**src/i2a_pkg.sv**
```systemverilog
package i2a_pkg;

    localparam int WORD_W    = 32;
    localparam int DIGITS    = 11;
    localparam int DIGIT_W   = 4;
    localparam int CHAR_W    = 7;
    localparam int BIT_CNT_W = $clog2(WORD_W + 1);
    localparam int DIG_CNT_W = $clog2(DIGITS + 1);

    localparam logic [CHAR_W-1:0] CHAR_MINUS = 7'h2D;
    localparam logic [CHAR_W-1:0] CHAR_ZERO  = 7'h30;
    localparam logic [CHAR_W-1:0] CHAR_UPPER = 7'h41;

    typedef enum logic [1:0] {
        CMD_SDEC = 2'd0,
        CMD_UDEC = 2'd1,
        CMD_OCT  = 2'd2,
        CMD_HEX  = 2'd3
    } t_cmd;

    typedef struct packed {
        t_cmd              cmd;
        logic [WORD_W-1:0] value;
    } t_in;

    typedef struct packed {
        logic [CHAR_W-1:0] char_code;
        logic              last;
    } t_out;

    // control from the sequencer to the digit register
    typedef struct packed {
        logic clear;
        logic shift_in;
        logic bit_in;
        logic shift_out;
    } t_conv_ctl;

    function automatic logic [DIGIT_W:0] radix_of(input t_cmd cmd);
        logic [DIGIT_W:0] r;
        case (cmd)
            CMD_SDEC: r = 5'd10;
            CMD_UDEC: r = 5'd10;
            CMD_OCT:  r = 5'd8;
            CMD_HEX:  r = 5'd16;
            default:  r = 5'd10;
        endcase
        return r;
    endfunction

    function automatic logic [CHAR_W-1:0] glyph(input logic [DIGIT_W-1:0] d);
        logic [CHAR_W-1:0] c;
        if (d < 4'd10) begin
            c = CHAR_ZERO + {3'd0, d};
        end else begin
            c = CHAR_UPPER + {3'd0, d - 4'd10};
        end
        return c;
    endfunction

endpackage

```
**src/integer_to_ascii_radix_top.sv**
```systemverilog
// integer to ascii text converter: each input transfer carries a 32-bit value
// and a format (signed decimal, unsigned decimal, octal, upper-case hex); the
// block answers with one output transfer per character, most significant
// digit first, with last set on the final one. no leading zeros, zero gives
// a single '0', and a negative signed value gives '-' and then its magnitude.
// the value is shifted msb first into an eleven-digit register whose digits
// double-and-correct in the chosen radix, one bit per cycle; the digit
// register is then shifted out one digit a cycle, dropping leading zeros,
// then emitting, where each digit waits for a free output register and a sent
// minus sign. a new input is taken only once the block is back in idle,
// after the last character is loaded. a finished character may wait in the
// output register while the next item is taken.
module integer_to_ascii_radix_top import i2a_pkg::*; (
    input  logic i_clk,
    input  logic i_rst_n,
    input  logic i_in_valid,
    output logic o_in_ready,
    input  t_in  i_in_data,
    output logic o_out_valid,
    input  logic i_out_ready,
    output t_out o_out_data
);

    typedef enum logic [1:0] {
        ST_IDLE,
        ST_CONV,
        ST_SKIP,
        ST_EMIT
    } t_state;

    t_state                r_state;
    t_cmd                  r_cmd;
    logic [WORD_W-1:0]     r_value;
    logic [BIT_CNT_W-1:0]  r_bits;
    logic [DIG_CNT_W-1:0]  r_left;
    logic                  r_sign_pend;
    logic                  r_out_valid;
    t_out                  r_out_data;

    logic                  w_in_xfer;
    logic                  w_out_free;
    logic                  w_neg;
    logic [DIGIT_W-1:0]    w_top;
    logic                  w_skip;
    logic                  w_emit;
    logic                  w_load;
    t_conv_ctl             w_ctl;

    assign o_in_ready  = (r_state == ST_IDLE);
    assign w_in_xfer   = i_in_valid && o_in_ready;
    // output register is free when empty or being drained this cycle
    assign w_out_free  = !r_out_valid || i_out_ready;
    assign w_neg       = (i_in_data.cmd == CMD_SDEC) && i_in_data.value[WORD_W-1];

    // leading zero: drop it, but always keep the least significant digit
    assign w_skip = (r_state == ST_SKIP) && (w_top == '0) && (r_left > DIG_CNT_W'(1));
    // digits wait behind a pending minus sign
    assign w_emit = (r_state == ST_EMIT) && w_out_free && !r_sign_pend;
    // output register takes a new character this cycle
    assign w_load = (r_sign_pend && w_out_free) || w_emit;

    always_comb begin
        w_ctl.clear     = w_in_xfer;
        w_ctl.shift_in  = (r_state == ST_CONV);
        w_ctl.bit_in    = r_value[WORD_W-1];
        w_ctl.shift_out = w_skip || w_emit;
    end

    i2a_conv u_conv (
        .i_clk       (i_clk),
        .i_ctl       (w_ctl),
        .i_cmd       (r_cmd),
        .o_top_digit (w_top)
    );

    always_ff @(posedge i_clk) begin
        if (!i_rst_n) begin
            r_state     <= ST_IDLE;
            r_sign_pend <= 1'b0;
            r_out_valid <= 1'b0;
            r_bits      <= '0;
            r_left      <= '0;
        end else begin
            // output register drains on transfer unless refilled
            if (r_out_valid && i_out_ready && !w_load) begin
                r_out_valid <= 1'b0;
            end

            // the minus sign goes out as soon as the output is free,
            // while conversion runs
            if (r_sign_pend && w_out_free) begin
                r_out_valid          <= 1'b1;
                r_out_data.char_code <= CHAR_MINUS;
                r_out_data.last      <= 1'b0;
                r_sign_pend          <= 1'b0;
            end

            case (r_state)
                ST_IDLE: begin
                    if (w_in_xfer) begin
                        r_cmd       <= i_in_data.cmd;
                        // two's complement magnitude for negative signed values
                        r_value     <= w_neg ? (~i_in_data.value + WORD_W'(1))
                                             : i_in_data.value;
                        r_sign_pend <= w_neg;
                        r_bits      <= BIT_CNT_W'(WORD_W);
                        r_state     <= ST_CONV;
                    end
                end
                ST_CONV: begin
                    r_value <= {r_value[WORD_W-2:0], 1'b0};
                    r_bits  <= r_bits - BIT_CNT_W'(1);
                    if (r_bits == BIT_CNT_W'(1)) begin
                        r_left  <= DIG_CNT_W'(DIGITS);
                        r_state <= ST_SKIP;
                    end
                end
                ST_SKIP: begin
                    if (w_skip) begin
                        r_left <= r_left - DIG_CNT_W'(1);
                    end else begin
                        r_state <= ST_EMIT;
                    end
                end
                ST_EMIT: begin
                    if (w_emit) begin
                        r_out_valid          <= 1'b1;
                        r_out_data.char_code <= glyph(w_top);
                        r_out_data.last      <= (r_left == DIG_CNT_W'(1));
                        r_left               <= r_left - DIG_CNT_W'(1);
                        if (r_left == DIG_CNT_W'(1)) begin
                            r_state <= ST_IDLE;
                        end
                    end
                end
                default: begin
                    r_state <= ST_IDLE;
                end
            endcase
        end
    end

    assign o_out_valid = r_out_valid;
    assign o_out_data  = r_out_data;

endmodule

```
**src/i2a_conv.sv**
```systemverilog
module i2a_conv import i2a_pkg::*; (
    input  logic               i_clk,
    input  t_conv_ctl          i_ctl,
    input  t_cmd               i_cmd,
    output logic [DIGIT_W-1:0] o_top_digit
);

    logic [DIGIT_W-1:0] r_digits [DIGITS];
    logic [DIGIT_W-1:0] n_digits [DIGITS];
    logic [DIGIT_W-1:0] w_next   [DIGITS];
    logic [DIGIT_W:0]   w_sum    [DIGITS];
    logic [DIGITS-1:0]  w_cin;
    logic [DIGITS-1:0]  w_cout;
    logic [DIGIT_W:0]   w_radix;
    logic [DIGIT_W-1:0] w_half;

    assign w_radix = radix_of(i_cmd);
    assign w_half  = w_radix[DIGIT_W:1];

    // each digit doubles and takes the carry from below; the carry out
    // depends only on the digit itself, so all digits update at once
    always_comb begin
        for (int i = 0; i < DIGITS; i++) begin
            w_cout[i] = (r_digits[i] >= w_half);
        end
        w_cin[0] = i_ctl.bit_in;
        for (int i = 1; i < DIGITS; i++) begin
            w_cin[i] = w_cout[i-1];
        end
        for (int i = 0; i < DIGITS; i++) begin
            w_sum[i]  = {r_digits[i], w_cin[i]};
            w_next[i] = DIGIT_W'(w_sum[i] - (w_cout[i] ? w_radix : 5'd0));
        end
    end

    always_comb begin
        for (int i = 0; i < DIGITS; i++) begin
            n_digits[i] = r_digits[i];
        end
        if (i_ctl.clear) begin
            for (int i = 0; i < DIGITS; i++) begin
                n_digits[i] = '0;
            end
        end else if (i_ctl.shift_in) begin
            for (int i = 0; i < DIGITS; i++) begin
                n_digits[i] = w_next[i];
            end
        end else if (i_ctl.shift_out) begin
            n_digits[0] = '0;
            for (int i = 1; i < DIGITS; i++) begin
                n_digits[i] = r_digits[i-1];
            end
        end
    end

    always_ff @(posedge i_clk) begin
        for (int i = 0; i < DIGITS; i++) begin
            r_digits[i] <= n_digits[i];
        end
    end

    assign o_top_digit = r_digits[DIGITS-1];

endmodule

```
**config.mk**
```make
export PLATFORM = sky130hd
export DESIGN_NAME = integer_to_ascii_radix_top
export DESIGN_NICKNAME = d
export VERILOG_FILES = /design/src/i2a_pkg.sv /design/src/integer_to_ascii_radix_top.sv /design/src/i2a_conv.sv
export SDC_FILE = /design/constraint.sdc
export NUM_CORES = 1
export LEC_CHECK = 0
export ABC_AREA = 0
export BUFFER_PORTS_ARGS = -buffer_cell sky130_fd_sc_hd__buf_4
export CELL_PAD_IN_SITES_DETAIL_PLACEMENT = 1
export CELL_PAD_IN_SITES_GLOBAL_PLACEMENT = 1
export CORE_MARGIN = 2
export CORE_UTILIZATION = 25
export DETAILED_ROUTE_END_ITERATION = 8
export PLACE_DENSITY = 0.52
export SKIP_LAST_GASP = 1
export SYNTH_ARGS = -nofsm -noshare
export SYNTH_HDL_FRONTEND = slang
export SYNTH_SLANG_ARGS = --single-unit
```
**constraint.sdc**
```tcl
create_clock -name i_clk -period 3.2 [get_ports i_clk]
set_clock_uncertainty 0.15 [all_clocks]
set_input_delay 0.32 -clock i_clk [delete_from_list [all_inputs] [get_ports i_clk]]
set_output_delay 0.32 -clock i_clk [all_outputs]
set_load 0.01 [all_outputs]
```
==> flow_summary.ini <==
[cells_and_area]
drive_gt1_frac = 0.128
area_growth_pct = 16.3
design_area_um2 = 7480
layout.nets = 853
antenna_cells = 0
layout.cells.non_filler = 1103
final_util = 0.296

[grt]
grt_util_met2 = 0.216
gr-total-overflow = 0
grt_util_met3 = 0.0231
gr-max-usage-layer = met2
use_met1 = 0.187
grt_max_degree = 71
antenna_found_initial = 0
grt.total_usage = 0.134
grt_pass1_wl_um = 29000
grt_pass1_vias = 5509

[hold_path]
hp-class = input port to flop
worstHoldStart = i_in_data[33]
hold-path-cell-count = 1

[die]
ioPinCount = 48
die_y_um = 164
initial_utilization = 0.255
dieWidth_um = 164
num_rows = 58
core_area_um2 = 25300
dieArea_um2 = 27000

[synth]
ys_seq_elements = 100
yosys_warnings = 0
yosysMostFrequentCell = nand2_1
ys_seq_area_frac = 0.377
yosysTopAreaCell = edfxtp_1
synth_edf_count = 42
ys_dominant_reg_cell = dfxtp_1
yosys-top-cells-area = edfxtp_1, dfxtp_1, ha_1
ys_types = 61
synthCells = 730
syn_area_um2 = 6430
syn_nets = 815
ys_async_sr_fraction = 0
yosysTopAreaCellShare = 0.196
avgSynthCellArea_um2 = 8.81
yosys-top-cells-count = nand2_1, a21oi_1, dfxtp_1

[power_and_ir_drop]
p_clk_frac = 0.173
p_sw_mw = 2.49
vdd_drop_max_uv = 313
leakage_nw = 2.80
p_comb_frac = 0.464
power_frac_seq = 0.363
p_sw_frac = 0.411
internal-power_mw = 3.57
p_per_area_nw_per_um2 = 809

[worst_setup_path]
reg2reg_setup_slack_ns = 0.51
crit_start = r_cmd[0]
worstPathMaxFanout = 13
r2r_cells = 11
worstSetupStartpointType = flop
endpoint = u_conv.r_digits[2][3]
worstSetupEndpointType = flop
reg2reg_from = r_cmd[0]
worstPathRequired_ns = 3.26
path_class = flop to flop
arrival_ns = 2.75
r2r_end = u_conv.r_digits[2][3]

[timing]
slew_violations = 0
fin_setup_tns_ns = 0
maxSlewHeadroom = 0.584
worst_pin_slew_ns = 0.622
fin_ws_ns = 0.515
setup_viol = 0
rsz0062_at_grt = false
period_share = 0.839
fin_crit_ns = 2.69
hold_violations = 0
fmax_mhz = 372

[clock_tree]
cts.sinks = 100
ctsHoldBuffers = 0
cts_tree = yes
cts.htree.levels = 3
ctsResizeCount = 0
clock_latency_ns = 0.35
cts_max_path_buffers = 2
numCtsBuffers = 9
clockRootBuffer = clkbuf_16
post-cts-setup-buffer-count = 0
clkTransAtPathRegs_ns = 0.07

[outcome]
status = finished clean

[detailed_routing]
wirelength_um = 17200
routedWlPerCell_um = 15.6
viasPerCell = 4.86
drt_pass1_iterations = 4
drc = 0
detail-route-antenna-nets = 0
vias = 5357
first_iter_violations = 237

[placement]
pre_cts_ws_ns = 0.523
port_buffers = 47
placedCellCount = 1087
dpl-instance-area_um2 = 7220
dpl.hpwl_um = 12300
gp_congestion = 0.815

[job]
cap_viol_max_count = 0
stage by stage:
step	power (mW)	hold WS (ns)
floorplan	4.23	0.269
global placement	5.06	0.333
detailed placement	5.09	0.349
CTS	6.18	0.0163
global route	6.66	0.0139
finish	6.06	0.0319
sequential cells by signal (all words and copies together), names as in the netlist:
name and flops:
r_cmd 2, r_sign_pend 1, r_left 4, o_out_valid 1
o_out_data 8, r_value 32, u_conv.r_digits 44, r_state 2
r_bits 6
kinds of logic (layout without fill, tap and decap cells):
group | after synthesis | count (layout) | share of synthesized area
AND/OR/NAND/NOR | 228 | 228 | 0.171
flip-flops | 100 | 100 | 0.377
multiplexers | 47 | 47 | 0.0747
AO/OA/AOI/OAI | 189 | 189 | 0.183
buffers and inverters | 80 | 123 | 0.0502
XOR/XNOR | 39 | 39 | 0.0531
adder cells (fa/ha/maj) | 47 | 47 | 0.0914
metal layers:
metal	routed length, µm	vias to the layer above
met5	0	-
met4	164	0
met3	457	9
met2	7780	67
met1	8830	2564
li1	-	2717
area by class of cell:
class                      instances  area (µm²)
fill                            2989       17800
timing repair buffer              66         520
clock buffer                      14         255
inverter                          41         154
tap                              330         413
clock inverter                     2        12.5
multi-input combinational        550        3710
sequential                       100        2420
worst min path at each step:
stage                                  to  slack (ns)
finish                           r_cmd[1]        0.03
global route                     r_cmd[0]        0.01
floorplan                        r_cmd[0]        0.27
global placement    u_conv.r_digits[0][0]        0.33
detailed placement              r_bits[0]        0.35
CTS                              r_cmd[1]        0.02
power groups by stage:
stage / combinational, mW / clock [mW] / sequential, mW
global route: 3.26 / 1.13 / 2.27
global placement: 2.83 / 0 / 2.24
finish: 2.81 / 1.05 / 2.20
detailed placement: 2.86 / 0 / 2.23
CTS: 2.88 / 1.10 / 2.20
floorplan: 2.15 / 0 / 2.08
critical path, cell delays in order (launching register included):
cell and delay (ns):
edfxtp_1 0.37, and2_1 0.18, inv_1 0.14, buf_4 0.22
ha_1 0.26, o31a_1 0.12, a221oi_1 0.37, nor2_1 0.09
ha_1 0.19, ha_1 0.19, xor2_1 0.17, o22ai_1 0.09
cells in the final DEF, fill, tap and decap left out, types with 6 or more instances in the layout:
| master | instances |
|---|---|
| nor3_1 | 9 |
| nand4_1 | 7 |
| o31ai_1 | 11 |
| nand2_1 | 105 |
| and2_1 | 6 |
| xor2_1 | 26 |
| clkbuf_16 | 9 |
| ha_1 | 46 |
| xnor2_1 | 13 |
| mux2i_1 | 41 |
| nand3_1 | 11 |
| a221oi_1 | 9 |
| a21oi_1 | 65 |
| nor2_1 | 42 |
| o21ai_0 | 44 |
| dfxtp_1 | 58 |
| a31oi_1 | 9 |
| o31a_1 | 10 |
| edfxtp_1 | 42 |
| nor3b_1 | 9 |
| buf_4 | 64 |
| inv_1 | 41 |
| o22ai_1 | 10 |
| nor2b_1 | 6 |
Power figures use the tool's default switching activity.
